$ cat src/assert_macros.svh
// Assertion macros used by the top-level RTL file of the LED dimmer.
// Depends on a clock named aclk and an active-low reset named aresetn in scope.
`ifndef ASSERT_MACROS_SVH
`define ASSERT_MACROS_SVH

// Check a property on every rising clock edge outside of reset.
`define SLD_ASSERT(lbl, prop, msg) \
    lbl: assert property (@(posedge aclk) disable iff (!aresetn) (prop)) else $error(msg);

// Check that an implication holds on every rising clock edge outside of reset.
`define SLD_ASSERT_IMP(lbl, pre, post, msg) \
    lbl: assert property (@(posedge aclk) disable iff (!aresetn) (pre) |=> (post)) \
        else $error(msg);

`endif

$ cat src/sld_pkg.sv
// Package for the single-key LED dimmer: types, register indexes, reset values.
// Used by sld_step and single_key_led_dimmer; depends on nothing.
package sld_pkg;

    localparam int unsigned LEVEL_W = 8;
    localparam int unsigned COUNT_W = 10;
    localparam int unsigned CFG_IDX_W = 3;
    localparam logic [COUNT_W-1:0] COUNT_MAX = '1;

    // Register indexes of the configuration port
    localparam logic [CFG_IDX_W-1:0] CFG_MIN_LEVEL      = 3'd0;
    localparam logic [CFG_IDX_W-1:0] CFG_MAX_LEVEL      = 3'd1;
    localparam logic [CFG_IDX_W-1:0] CFG_LONG_PRESS     = 3'd2;
    localparam logic [CFG_IDX_W-1:0] CFG_FAST_THRESHOLD = 3'd3;
    localparam logic [CFG_IDX_W-1:0] CFG_LOAD_THRESHOLD = 3'd4;
    localparam logic [CFG_IDX_W-1:0] CFG_RESET_HOLD     = 3'd5;
    localparam logic [CFG_IDX_W-1:0] CFG_INITIAL_LEVEL  = 3'd6;

    // Register reset values
    localparam logic [LEVEL_W-1:0] RST_MIN_LEVEL      = 8'd8;
    localparam logic [LEVEL_W-1:0] RST_MAX_LEVEL      = 8'd255;
    localparam logic [COUNT_W-1:0] RST_LONG_PRESS     = 10'd100;
    localparam logic [LEVEL_W-1:0] RST_FAST_THRESHOLD = 8'd150;
    localparam logic [LEVEL_W-1:0] RST_LOAD_THRESHOLD = 8'd70;
    localparam logic [COUNT_W-1:0] RST_RESET_HOLD     = 10'd300;
    localparam logic [LEVEL_W-1:0] RST_INITIAL_LEVEL  = 8'd200;

    // Ramp step periods in ticks
    localparam logic [COUNT_W-1:0] FAST_PERIOD = 10'd2;
    localparam logic [COUNT_W-1:0] SLOW_PERIOD = 10'd5;

    typedef enum logic [1:0] {
        PH_IDLE = 2'd0,
        PH_WAIT = 2'd1,
        PH_HELD = 2'd2
    } sld_phase_t;

    typedef struct packed {
        logic [LEVEL_W-1:0] min_level;
        logic [LEVEL_W-1:0] max_level;
        logic [COUNT_W-1:0] long_press_ticks;
        logic [LEVEL_W-1:0] fast_threshold;
        logic [LEVEL_W-1:0] load_threshold;
        logic [COUNT_W-1:0] reset_hold_ticks;
        logic [LEVEL_W-1:0] initial_level;
    } sld_cfg_t;

    typedef struct packed {
        logic               powered;
        sld_phase_t         press_phase;
        logic [COUNT_W-1:0] hold_count;
        logic               ramping;
        logic [LEVEL_W-1:0] level;
        logic               going_down;
        logic               current_sel;
        logic               halted;
    } sld_state_t;

    typedef struct packed {
        logic               lamp_on;
        logic [LEVEL_W-1:0] duty;
        logic               load_on;
        logic               current_high;
        logic               save_request;
        logic               limit_hit;
        logic               factory_reset;
    } sld_result_t;

endpackage

$ cat src/single_key_led_dimmer.sv
// Top level of the single-key LED dimmer: config registers, state and result register.
// Depends on sld_pkg, sld_step and assert_macros.svh.
//
//  channel  | ports                               | role
//  ---------+-------------------------------------+-------------------------------
//  s_       | s_valid s_ready s_key_down          | one key sample per tick
//  m_       | m_valid m_ready m_lamp_on .. m_*    | one result item per tick
//  cfg_     | cfg_valid cfg_ready cfg_index/data  | register writes, always ready
//
// One item per cycle sustained while m_ready is high; its result appears in the cycle after acceptance.
// The state update is one combinational pass from the state registers into the
// state and result registers. s_ready drops only while a result waits on m_ready.
// Synchronous active-low reset sets the state to its reset values and loads the register defaults.
`include "assert_macros.svh"

module single_key_led_dimmer (
    input  logic                           aclk,
    input  logic                           aresetn,
    input  logic                           s_valid,
    output logic                           s_ready,
    input  logic                           s_key_down,
    output logic                           m_valid,
    input  logic                           m_ready,
    output logic                           m_lamp_on,
    output logic [sld_pkg::LEVEL_W-1:0]    m_duty,
    output logic                           m_load_on,
    output logic                           m_current_high,
    output logic                           m_save_request,
    output logic                           m_limit_hit,
    output logic                           m_factory_reset,
    input  logic                           cfg_valid,
    output logic                           cfg_ready,
    input  logic [sld_pkg::CFG_IDX_W-1:0]  cfg_index,
    input  logic [sld_pkg::COUNT_W-1:0]    cfg_data
);
    import sld_pkg::*;

    sld_cfg_t    cfg_reg;
    sld_cfg_t    cfg_next;
    sld_state_t  st_reg;
    sld_state_t  st_next;
    sld_state_t  step_state;
    sld_result_t step_res;
    sld_result_t res_reg;
    logic        m_valid_reg;
    logic        m_valid_next;
    logic        in_fire;

    assign cfg_ready = 1'b1;
    assign s_ready   = ~m_valid_reg | m_ready;
    assign in_fire   = s_valid & s_ready;

    // Decode register writes
    always_comb begin
        cfg_next = cfg_reg;
        if (cfg_valid) begin
            case (cfg_index)
                CFG_MIN_LEVEL:      cfg_next.min_level        = cfg_data[LEVEL_W-1:0];
                CFG_MAX_LEVEL:      cfg_next.max_level        = cfg_data[LEVEL_W-1:0];
                CFG_LONG_PRESS:     cfg_next.long_press_ticks = cfg_data;
                CFG_FAST_THRESHOLD: cfg_next.fast_threshold   = cfg_data[LEVEL_W-1:0];
                CFG_LOAD_THRESHOLD: cfg_next.load_threshold   = cfg_data[LEVEL_W-1:0];
                CFG_RESET_HOLD:     cfg_next.reset_hold_ticks = cfg_data;
                CFG_INITIAL_LEVEL:  cfg_next.initial_level    = cfg_data[LEVEL_W-1:0];
                default: begin
                end
            endcase
        end
    end

    always_ff @(posedge aclk) begin
        if (!aresetn) begin
            cfg_reg.min_level        <= RST_MIN_LEVEL;
            cfg_reg.max_level        <= RST_MAX_LEVEL;
            cfg_reg.long_press_ticks <= RST_LONG_PRESS;
            cfg_reg.fast_threshold   <= RST_FAST_THRESHOLD;
            cfg_reg.load_threshold   <= RST_LOAD_THRESHOLD;
            cfg_reg.reset_hold_ticks <= RST_RESET_HOLD;
            cfg_reg.initial_level    <= RST_INITIAL_LEVEL;
        end else begin
            cfg_reg <= cfg_next;
        end
    end

    sld_step u_step (
        .cfg      (cfg_reg),
        .cur      (st_reg),
        .key_down (s_key_down),
        .nxt      (step_state),
        .res      (step_res)
    );

    // Advance the state only on an accepted item
    assign st_next      = in_fire ? step_state : st_reg;
    assign m_valid_next = in_fire | (m_valid_reg & ~m_ready);

    always_ff @(posedge aclk) begin
        if (!aresetn) begin
            st_reg.powered     <= 1'b1;
            st_reg.press_phase <= PH_IDLE;
            st_reg.hold_count  <= '0;
            st_reg.ramping     <= 1'b0;
            st_reg.level       <= RST_INITIAL_LEVEL;
            st_reg.going_down  <= 1'b0;
            st_reg.current_sel <= 1'b1;
            st_reg.halted      <= 1'b0;
            m_valid_reg        <= 1'b0;
        end else begin
            st_reg      <= st_next;
            m_valid_reg <= m_valid_next;
        end
    end

    // Hold the result until taken
    always_ff @(posedge aclk) begin
        if (in_fire) begin
            res_reg <= step_res;
        end
    end

    assign m_valid         = m_valid_reg;
    assign m_lamp_on       = res_reg.lamp_on;
    assign m_duty          = res_reg.duty;
    assign m_load_on       = res_reg.load_on;
    assign m_current_high  = res_reg.current_high;
    assign m_save_request  = res_reg.save_request;
    assign m_limit_hit     = res_reg.limit_hit;
    assign m_factory_reset = res_reg.factory_reset;

    `SLD_ASSERT(a_dark_when_off, (m_valid_reg && !m_lamp_on) |-> (m_duty == '0 && !m_load_on), "duty or load on while lamp off")
    `SLD_ASSERT(a_one_pulse, m_valid_reg |-> $onehot0({m_save_request, m_limit_hit, m_factory_reset}), "more than one pulse in a result")
    `SLD_ASSERT_IMP(a_reset_halts, (in_fire && step_res.factory_reset), (st_reg.halted && m_factory_reset), "factory reset without halt")
    `SLD_ASSERT_IMP(a_halt_sticks, st_reg.halted, st_reg.halted, "halt released without reset")

endmodule

$ cat src/sld_step.sv
// One-tick update of the dimmer: key handling, hold counting and ramp step.
// Pure combinational logic; depends on sld_pkg.
module sld_step (
    input  sld_pkg::sld_cfg_t    cfg,
    input  sld_pkg::sld_state_t  cur,
    input  logic                 key_down,
    output sld_pkg::sld_state_t  nxt,
    output sld_pkg::sld_result_t res
);
    import sld_pkg::*;

    logic [COUNT_W-1:0] hold_inc;
    logic [COUNT_W-1:0] period;
    logic               do_step;
    logic               save;
    logic               limit;
    logic               freset;

    // Saturating hold counter and ramp period for this tick
    assign hold_inc = (cur.hold_count == COUNT_MAX) ? COUNT_MAX : cur.hold_count + 1'b1;
    assign period   = (cur.level > cfg.fast_threshold) ? FAST_PERIOD : SLOW_PERIOD;

    // Next state and pulses
    always_comb begin
        nxt     = cur;
        do_step = 1'b0;
        save    = 1'b0;
        limit   = 1'b0;
        freset  = 1'b0;
        if (!cur.halted) begin
            if (cur.powered) begin
                case (cur.press_phase)
                    PH_HELD: begin
                        if (!key_down) begin
                            if (cur.ramping) begin
                                save = 1'b1;
                            end else begin
                                nxt.powered     = 1'b0;
                                nxt.current_sel = 1'b1;
                                if (cur.level < cfg.min_level) begin
                                    nxt.level = cfg.initial_level;
                                end
                            end
                            nxt.press_phase = PH_IDLE;
                            nxt.ramping     = 1'b0;
                            nxt.hold_count  = '0;
                        end else begin
                            nxt.hold_count = hold_inc;
                            if (!cur.ramping) begin
                                if (hold_inc >= cfg.long_press_ticks) begin
                                    nxt.ramping    = 1'b1;
                                    nxt.hold_count = '0;
                                    do_step        = 1'b1;
                                end
                            end else if (hold_inc >= period) begin
                                nxt.hold_count = '0;
                                do_step        = 1'b1;
                            end
                        end
                    end
                    PH_WAIT: begin
                        if (key_down) begin
                            nxt.press_phase = PH_HELD;
                            nxt.hold_count  = '0;
                            nxt.ramping     = 1'b0;
                        end else begin
                            nxt.press_phase = PH_IDLE;
                        end
                    end
                    default: begin
                        nxt.press_phase = key_down ? PH_WAIT : PH_IDLE;
                    end
                endcase

                // One ramp step, reversing at a limit
                if (do_step) begin
                    if (!cur.going_down) begin
                        nxt.current_sel = 1'b1;
                        if (cur.level < cfg.max_level) begin
                            nxt.level = cur.level + 1'b1;
                        end else begin
                            nxt.going_down = 1'b1;
                            limit          = 1'b1;
                        end
                    end else if (cur.level > cfg.min_level) begin
                        nxt.level = cur.level - 1'b1;
                    end else begin
                        nxt.current_sel = 1'b0;
                        nxt.going_down  = 1'b0;
                        limit           = 1'b1;
                    end
                end
            end else begin
                // Lamp off: count the hold, factory reset on a long hold, turn on at release
                if (key_down) begin
                    nxt.press_phase = PH_HELD;
                    if (cur.press_phase != PH_HELD) begin
                        nxt.hold_count = 10'd1;
                    end else begin
                        nxt.hold_count = hold_inc;
                    end
                    if (nxt.hold_count >= cfg.reset_hold_ticks) begin
                        freset     = 1'b1;
                        nxt.halted = 1'b1;
                    end
                end else if (cur.press_phase == PH_HELD) begin
                    nxt.powered     = 1'b1;
                    nxt.press_phase = PH_IDLE;
                    nxt.hold_count  = '0;
                    nxt.ramping     = 1'b0;
                    if (cur.level == cfg.min_level) begin
                        nxt.current_sel = 1'b0;
                    end
                end else begin
                    nxt.press_phase = PH_IDLE;
                end
            end
        end
    end

    // Result fields from the updated state
    always_comb begin
        res.lamp_on       = nxt.powered & ~nxt.halted;
        res.duty          = res.lamp_on ? nxt.level : '0;
        res.load_on       = res.lamp_on & (nxt.level <= cfg.load_threshold);
        res.current_high  = nxt.current_sel;
        res.save_request  = save;
        res.limit_hit     = limit;
        res.factory_reset = freset;
    end

endmodule

$ cat config.mk
export PLATFORM = sky130hd
export DESIGN_NAME = single_key_led_dimmer
export DESIGN_NICKNAME = d
export VERILOG_FILES = /design/src/sld_pkg.sv /design/src/single_key_led_dimmer.sv /design/src/sld_step.sv
export VERILOG_INCLUDE_DIRS = /design/src /design/src/src
export SDC_FILE = /design/constraint.sdc
export NUM_CORES = 1
export LEC_CHECK = 0
export BUFFER_PORTS_ARGS = -buffer_cell sky130_fd_sc_hd__buf_4
export CORE_MARGIN = 1
export CORE_UTILIZATION = 45
export CTS_BUF_LIST = sky130_fd_sc_hd__clkbuf_8 sky130_fd_sc_hd__clkbuf_16
export DETAILED_ROUTE_END_ITERATION = 10
export PLACE_DENSITY_LB_ADDON = 0.1
export RECOVER_POWER = 25
export SYNTH_ARGS = -nofsm -noshare
export SYNTH_HDL_FRONTEND = slang
export SYNTH_SLANG_ARGS = --single-unit
$ cat constraint.sdc
create_clock -name aclk -period 4.1 [get_ports aclk]
set_input_delay 0.615 -clock aclk [delete_from_list [all_inputs] [get_ports aclk]]
set_output_delay 0.615 -clock aclk [all_outputs]
set_load 0.05 [all_outputs]
==> results of run 1 <==
[what timing repair did]
action	CTS	global route
endpoints found under the setup margin	1	1
gates resized for setup	21	12
cloned	0	0
hold buffers	0	0
setup buffers	5	5
pin swaps	17	16
[cell type report]
cell class | instances | area (um^2)
fillers | 1279 | 6010
multi-input cells | 560 | 3610
flip-flops and latches | 100 | 2150
repair buffers | 92 | 657
clock buffers | 10 | 250
inverters | 66 | 248
well taps | 176 | 220
clock inverters | 6 | 36.3
[path summary, 6_finish.rpt]
| path | to | cells past startpoint |
|---|---|---|
| setup / recovery | m_load_on | 21 |
| hold / removal | cfg_reg[14] | 2 |
| setup reg to reg | m_load_on | 21 |
| hold reg to reg | cfg_reg[14] | 2 |
[worst min-delay path: cells and delay by family (launching register included)]
family / cells / cell delay (ns)
AO/OA/AOI/OAI: 1 / 0.05
flip-flops: 1 / 0.31
AND/OR/NAND/NOR: 1 / 0.05
[cell usage after synthesis, drive strengths merged (3+ instances only)]
| library cell | number | area (um^2) |
|---|---|---|
| nand2 | 138 | 518 |
| dfxtp | 86 | 1720 |
| a21oi | 69 | 345 |
| inv | 66 | 248 |
| ha | 59 | 738 |
| nor2 | 53 | 201 |
| clkbuf | 31 | 116 |
| o21ai | 31 | 159 |
| o211ai | 28 | 210 |
| nand3 | 23 | 115 |
| edfxtp | 14 | 420 |
| nand2b | 14 | 87.6 |
| nand4 | 12 | 75.1 |
| and2 | 10 | 62.6 |
| nor3 | 10 | 50.1 |
| buf | 9 | 55.1 |
| and3 | 8 | 51.3 |
| a211oi | 7 | 65.1 |
| nor2b | 7 | 43.8 |
| nor4 | 7 | 58.8 |
| o21a | 6 | 45.0 |
| a21o | 5 | 37.5 |
| a22o | 5 | 43.8 |
| mux2i | 5 | 50.1 |
| or3 | 5 | 37.5 |
| a2bb2oi | 4 | 35.0 |
| o221a | 4 | 45.0 |
| o221ai | 4 | 35.0 |
| o22ai | 4 | 25.0 |
| xor2 | 4 | 35.0 |
| o311ai | 3 | 26.3 |
[metal layers]
layer  GRT usage, %  vias to the layer above
li1               -                     2822
met1           38.1                     2688
met2           39.1                      165
met3           3.39                       28
met4           9.13                        0
met5              0                        -
[layout by cell type (no fill, tap or decap), drive strengths merged, types with 3 or more instances in the layout]
cell,instances
a21oi,69
nor2,53
mux2i,5
xor2,4
ha,59
nand4,12
a211oi,7
dfxtp,86
buf,80
a2bb2oi,4
o311ai,3
nor3,10
edfxtp,14
nand2b,14
o21a,6
o211ai,28
a22o,5
o221a,4
nand3,23
o221ai,4
or3,5
and3,8
nor4,7
inv,70
clkbuf,22
nand2,138
a21o,5
o21ai,31
o22ai,4
nor2b,7
and2,10
[kinds of logic (layout without fill, tap and decap cells)]
kind of cell / count (synthesis) / count (layout) / share of synthesized area (%)
AO/OA/AOI/OAI: 191 / 191 / 20.7
XOR/XNOR: 6 / 6 / 0.867
adder cells (fa/ha/maj): 59 / 59 / 12.2
buffers and inverters: 106 / 174 / 6.92
flip-flops: 100 / 100 / 35.4
multiplexers: 6 / 6 / 1.01
other: 1 / 1 / 0.0619
AND/OR/NAND/NOR: 297 / 297 / 22.9
[stage by stage]
| step | power, mW | TNS [ns] | utilization, % | std cells |
|---|---|---|---|---|
| 3_5_place_dp | 1.33 | -0.163 | 51.1 | 984 |
| 4_1_cts | 2.16 | -0.00859 | 54.1 | 1005 |
| 2_1_floorplan | 1.23 | 0 | - | 766 |
| 3_3_place_gp | 1.32 | -0.0706 | 51.1 | 984 |
| 5_1_grt | 2.23 | -0.219 | 54.4 | 1010 |
| 6_report | 2.15 | 0 | 54.4 | 1010 |
[power breakdown]
part / switching [mW] / internal, mW
registers: 0.0140 / 1.02
logic: 0.185 / 0.0893
clock network: 0.389 / 0.447
total: 0.588 / 1.56
==> flow_summary.yaml, run 1 <==
placement:
  port_buffers: 34
  place_ws_ns: -0.163
  dpl.hpwl_um: 13200
  place_congestion: 0.914
  place_area_um2: 6740
critical_path:
  startpoint: "st_reg[17]"
  critPathArrivalTime_ns: 4.28
  critPathTopFamily: "simple AND/OR/NAND/NOR gates"
  startpoint_type: "flip-flop"
  reg2reg_from: "st_reg[17]"
  crit_path_top_delay_cell: "a211oi_4"
  max_stage_delay_ns: 0.35
  crit_fanout: 5
  r2r_slack_ns: 0.03
  crit_chain: "and4_4 > and3_4 > nand4_1 > and2_1 > ha_1 > nor3b_2 > o211a_1 > nand4_1 > a211oi_4 > nor4_4 > a22o_1 > nor2_2 > nor2_1 > ha_1 > nor2b_1 > o21a_1 > o21ai_1 > nand2b_1 > a21oi_2 > o21ai_1 > a21oi_1"
  crit_buf_inv: 0
  cp.required_ns: 4.31
  worstSetupPathType: "flip-flop to flip-flop"
  crit_path_end_kind: "flip-flop"
status:
  violations: "max-capacitance violations, max-slew violations"
  status: "complete, but fails checks"
timing:
  finalSetupViolCount: 0
  fin_ws_ns: 0.0342
  holdWs_ns: 0.457
  hold_viol: 0
  clock_skew_ns: 0.0102
  fin_crit_ns: 4.07
  slew_violations: 38
  fmax_mhz: 246
  rsz0062_at_grt: "yes"
  max_slew_margin_pct: -29.9
  tightest_slew_ns: 1.95
  min_period_over_period_pct: 99.2
cts:
  clock_sinks: 100
  htree_levels: 3
  clock_path_buffers: 2
  cts_buffers: 9
  cts_tree: "yes"
  cts_root_buf: "clkbuf_16"
  clk_pin_slew_worst_paths_ns: 0.07
  insertion_delay_ns: 0.36
power_and_ir_drop:
  power.density_nw_per_um2: 299
  peakVddDrop_v: 0.000184
  leakage_nw: 3.00
logic_synthesis:
  avgSynthCellArea_um2: 7.91
  syn_nets: 844
  ys_ff_latch: 100
  post_synth_instance_area_um2: 6060
  synth-main-ff-cell: "dfxtp_1"
  yosysUniqueCellTypes: 65
  synth_edf_count: 14
  seq_area_frac_synth_pct: 35.4
  synth_warnings: 0
  synth_cells: 766
  synthArstFlopShare_pct: 0
route:
  wl_met2_um: 7750
  wl_per_cell_um: 17.7
  vias: 5703
  ant_nets: 0
  m1WireLength_um: 8870
  vias_per_cell: 5.65
  first_iter_violations: 414
  drt_wl_total_um: 17900
  drc: 0
  drt-pass1-iter-count: 5
  dr_wl_met3_um: 936
  highest_layer: "met4"
global_routing:
  grt_pass1_vias: 5361
  gr-total-overflow: 0
  grt_max_degree: 38
  antenna_found_initial: 0
  grt_pass1_wl_um: 28100
  grt_usage_pct: 26.1
cells_and_area:
  nets: 907
  largest_reg_flops: 60
  final_area_um2: 7180
  drive_gt1_share_pct: 16.7
  syn_to_final_growth_pct: 18.5
  antenna_cells: 0
worst_hold_path:
  hp-start: "cfg_reg[14]"
  hold_class: "flip-flop to flip-flop"
die:
  coreArea_um2: 13200
  dieArea_um2: 13900
  die-width_um: 118
  fp-row-count: 42
  die_h_um: 118
  initial_utilization_pct: 45.9
  ioPinCount: 36
job:
  drv_cap: 1
Note: power is estimated with default switching activity, not from simulation.
==> run 2: changes to the inputs <==
- BUFFER_PORTS_ARGS: -buffer_cell sky130_fd_sc_hd__buf_4 -> unset
- DONT_BUFFER_PORTS: unset -> 1
==> flow_summary.yaml, run 2 (same netlist as run 1, synthesis figures left out) <==
status:
  status: "complete, but fails checks"
  violations: "negative setup slack"
timing:
  clock_skew_ns: 0.00677
  rsz0062_at_grt: "yes"
  max_slew_margin_pct: 31.4
  fin_ws_ns: -0.0641
  finalSetupViolCount: 1
  timing.setup.tns_ns: -0.0641
  tightest_slew_ns: 1.03
  slew_violations: 0
  hold_viol: 0
  fmax_mhz: 240
  min_period_over_period_pct: 102
  fin_crit_ns: 4.16
critical_path:
  timing.rr.end: "m_load_on"
  crit_fanout: 4
  startpoint_type: "flip-flop"
  worstSetupPathType: "flip-flop to flip-flop"
  max_stage_delay_ns: 0.33
  critPathTopFamily: "simple AND/OR/NAND/NOR gates"
  r2r_slack_ns: -0.06
  crit_buf_inv: 5
  reg2reg_from: "st_reg[14]"
  crit_path_end_kind: "flip-flop"
  crit_path_top_delay_cell: "dfxtp_2"
  critPathArrivalTime_ns: 4.27
  rr_worst_depth: 26
  cp.required_ns: 4.20
worst_hold_path:
  hp-start: "aresetn"
  hold_class: "input pin to flip-flop"
  holdPathStages: 1
  min_to: "st_reg[24]"
placement:
  place_area_um2: 6500
  dpl.hpwl_um: 13100
  place_congestion: 0.958
  port_buffers: 0
  place_ws_ns: -0.211
global_routing:
  antenna_found_initial: 0
  grt_max_degree: 38
  gr-total-overflow: 0
  grt_pass1_vias: 5416
  grt_pass1_wl_um: 28800
  grt_usage_pct: 26.9
route:
  vias: 5716
  ant_nets: 0
  vias_per_cell: 5.76
  drt-pass1-iter-count: 5
  drc: 0
  wl_per_cell_um: 18.3
  drt_wl_total_um: 18100
  first_iter_violations: 408
cts:
  htree_levels: 3
  cts_buffers: 9
  insertion_delay_ns: 0.35
  cts_tree: "yes"
  clock_sinks: 100
  clock_path_buffers: 2
  cts_root_buf: "clkbuf_16"
  ctsHoldBuffers: 0
  clk_pin_slew_worst_paths_ns: 0.07
cells_and_area:
  nets: 889
  antenna_cells: 0
  drive_gt1_share_pct: 17.3
  largest_reg_flops: 60
  mostFrequentLayoutCells: "138 x nand2_1, 76 x dfxtp_1, 72 x buf_4"
  syn_to_final_growth_pct: 17.8
  fill_cells: 1237
  final_common_cell: "nand2_1"
  final_area_um2: 7140
die:
  coreArea_um2: 13200
  ioPinCount: 36
  die_h_um: 118
  initial_utilization_pct: 45.9
  dieArea_um2: 13900
  fp-row-count: 42
  die-width_um: 118
power_and_ir_drop:
  finalPower_mw: 2.18
  leakage_nw: 2.96
  power.density_nw_per_um2: 306
  peakVddDrop_v: 0.000189
job:
  drv_cap: 0
## run 2: changes by cell type in the layout (fill, tap and decap cells not counted), moves of 2 or more
cell and change:
clkbuf_1 -10, buf_4 -6, dfxtp_1 -3, dfxtp_2 +3, o21ai_1 -2, o21ai_2 +2
## run 2: metrics by stage
step / util, % / instances / hold slack (ns)
after floorplan: - / 766 / 0.436
after global placement: 49.3 / 952 / 0.444
after detailed placement: 49.3 / 952 / 0.448
after CTS: 53.4 / 992 / 0.329
after global routing: 54.1 / 992 / 0.336
final: 54.1 / 992 / 0.342
## run 2: worst max-delay path by stage
stage / startpoint / to / slack (ns) / depth (start not counted)
after floorplan: st_reg[12] / m_load_on / 0.009 / 25
after global placement: cfg_reg[31] / m_load_on / -0.09 / 23
after detailed placement: cfg_reg[31] / m_load_on / -0.21 / 23
after CTS: cfg_reg[31] / m_load_on / -0.05 / 22
after global routing: st_reg[14] / m_load_on / -0.32 / 23
final: st_reg[14] / m_load_on / -0.06 / 26
## run 2: routing by layer
| metal | global-route usage (%) | wire length [um] | part of all wire, % | vias to the layer above |
|---|---|---|---|---|
| met5 | 0 | 0 | 0 | - |
| met4 | 10.6 | 367 | 2.0 | 0 |
| met3 | 4.36 | 1280 | 7.1 | 26 |
| met2 | 41.1 | 8050 | 44 | 216 |
| met1 | 37.8 | 8450 | 47 | 2700 |
| li1 | - | - | - | 2774 |
## run 2: power by group
| group | switching (mW) | total, mW | leakage [nW] | internal, mW |
|---|---|---|---|---|
| combinational | 0.128 | 0.201 | 1.96 | 0.0724 |
| clock | 0.385 | 0.913 | 0.163 | 0.527 |
| sequential | 0.0444 | 1.07 | 0.835 | 1.02 |
| total | 0.558 | 2.18 | 2.96 | 1.62 |
## run 2: worst reg2reg max path: cells and delay by family, from the launching register on
family          cells  cell delay (ns)
buf+inv             5             0.60
flops               1             0.33
simple gates       10             1.46
compound gates      9             1.03
fa+ha+maj           2             0.50
## run 2: final cells by class
type / count / area [um^2] / area share [%]
multi-input cells: 560 / 3640 / 51.0
flip-flops and latches: 100 / 2150 / 30.2
repair buffers: 74 / 556 / 7.78
clock buffers: 11 / 264 / 3.70
inverters: 66 / 248 / 3.47
well taps: 176 / 220 / 3.09
clock inverters: 5 / 57.6 / 0.806
## run 2: what timing repair did
action                                  in CTS  in global routing
endpoints found under the setup margin       1                  2
pin swaps                                   16                 21
setup buffers                               25                  3
resized for setup                           17                 24
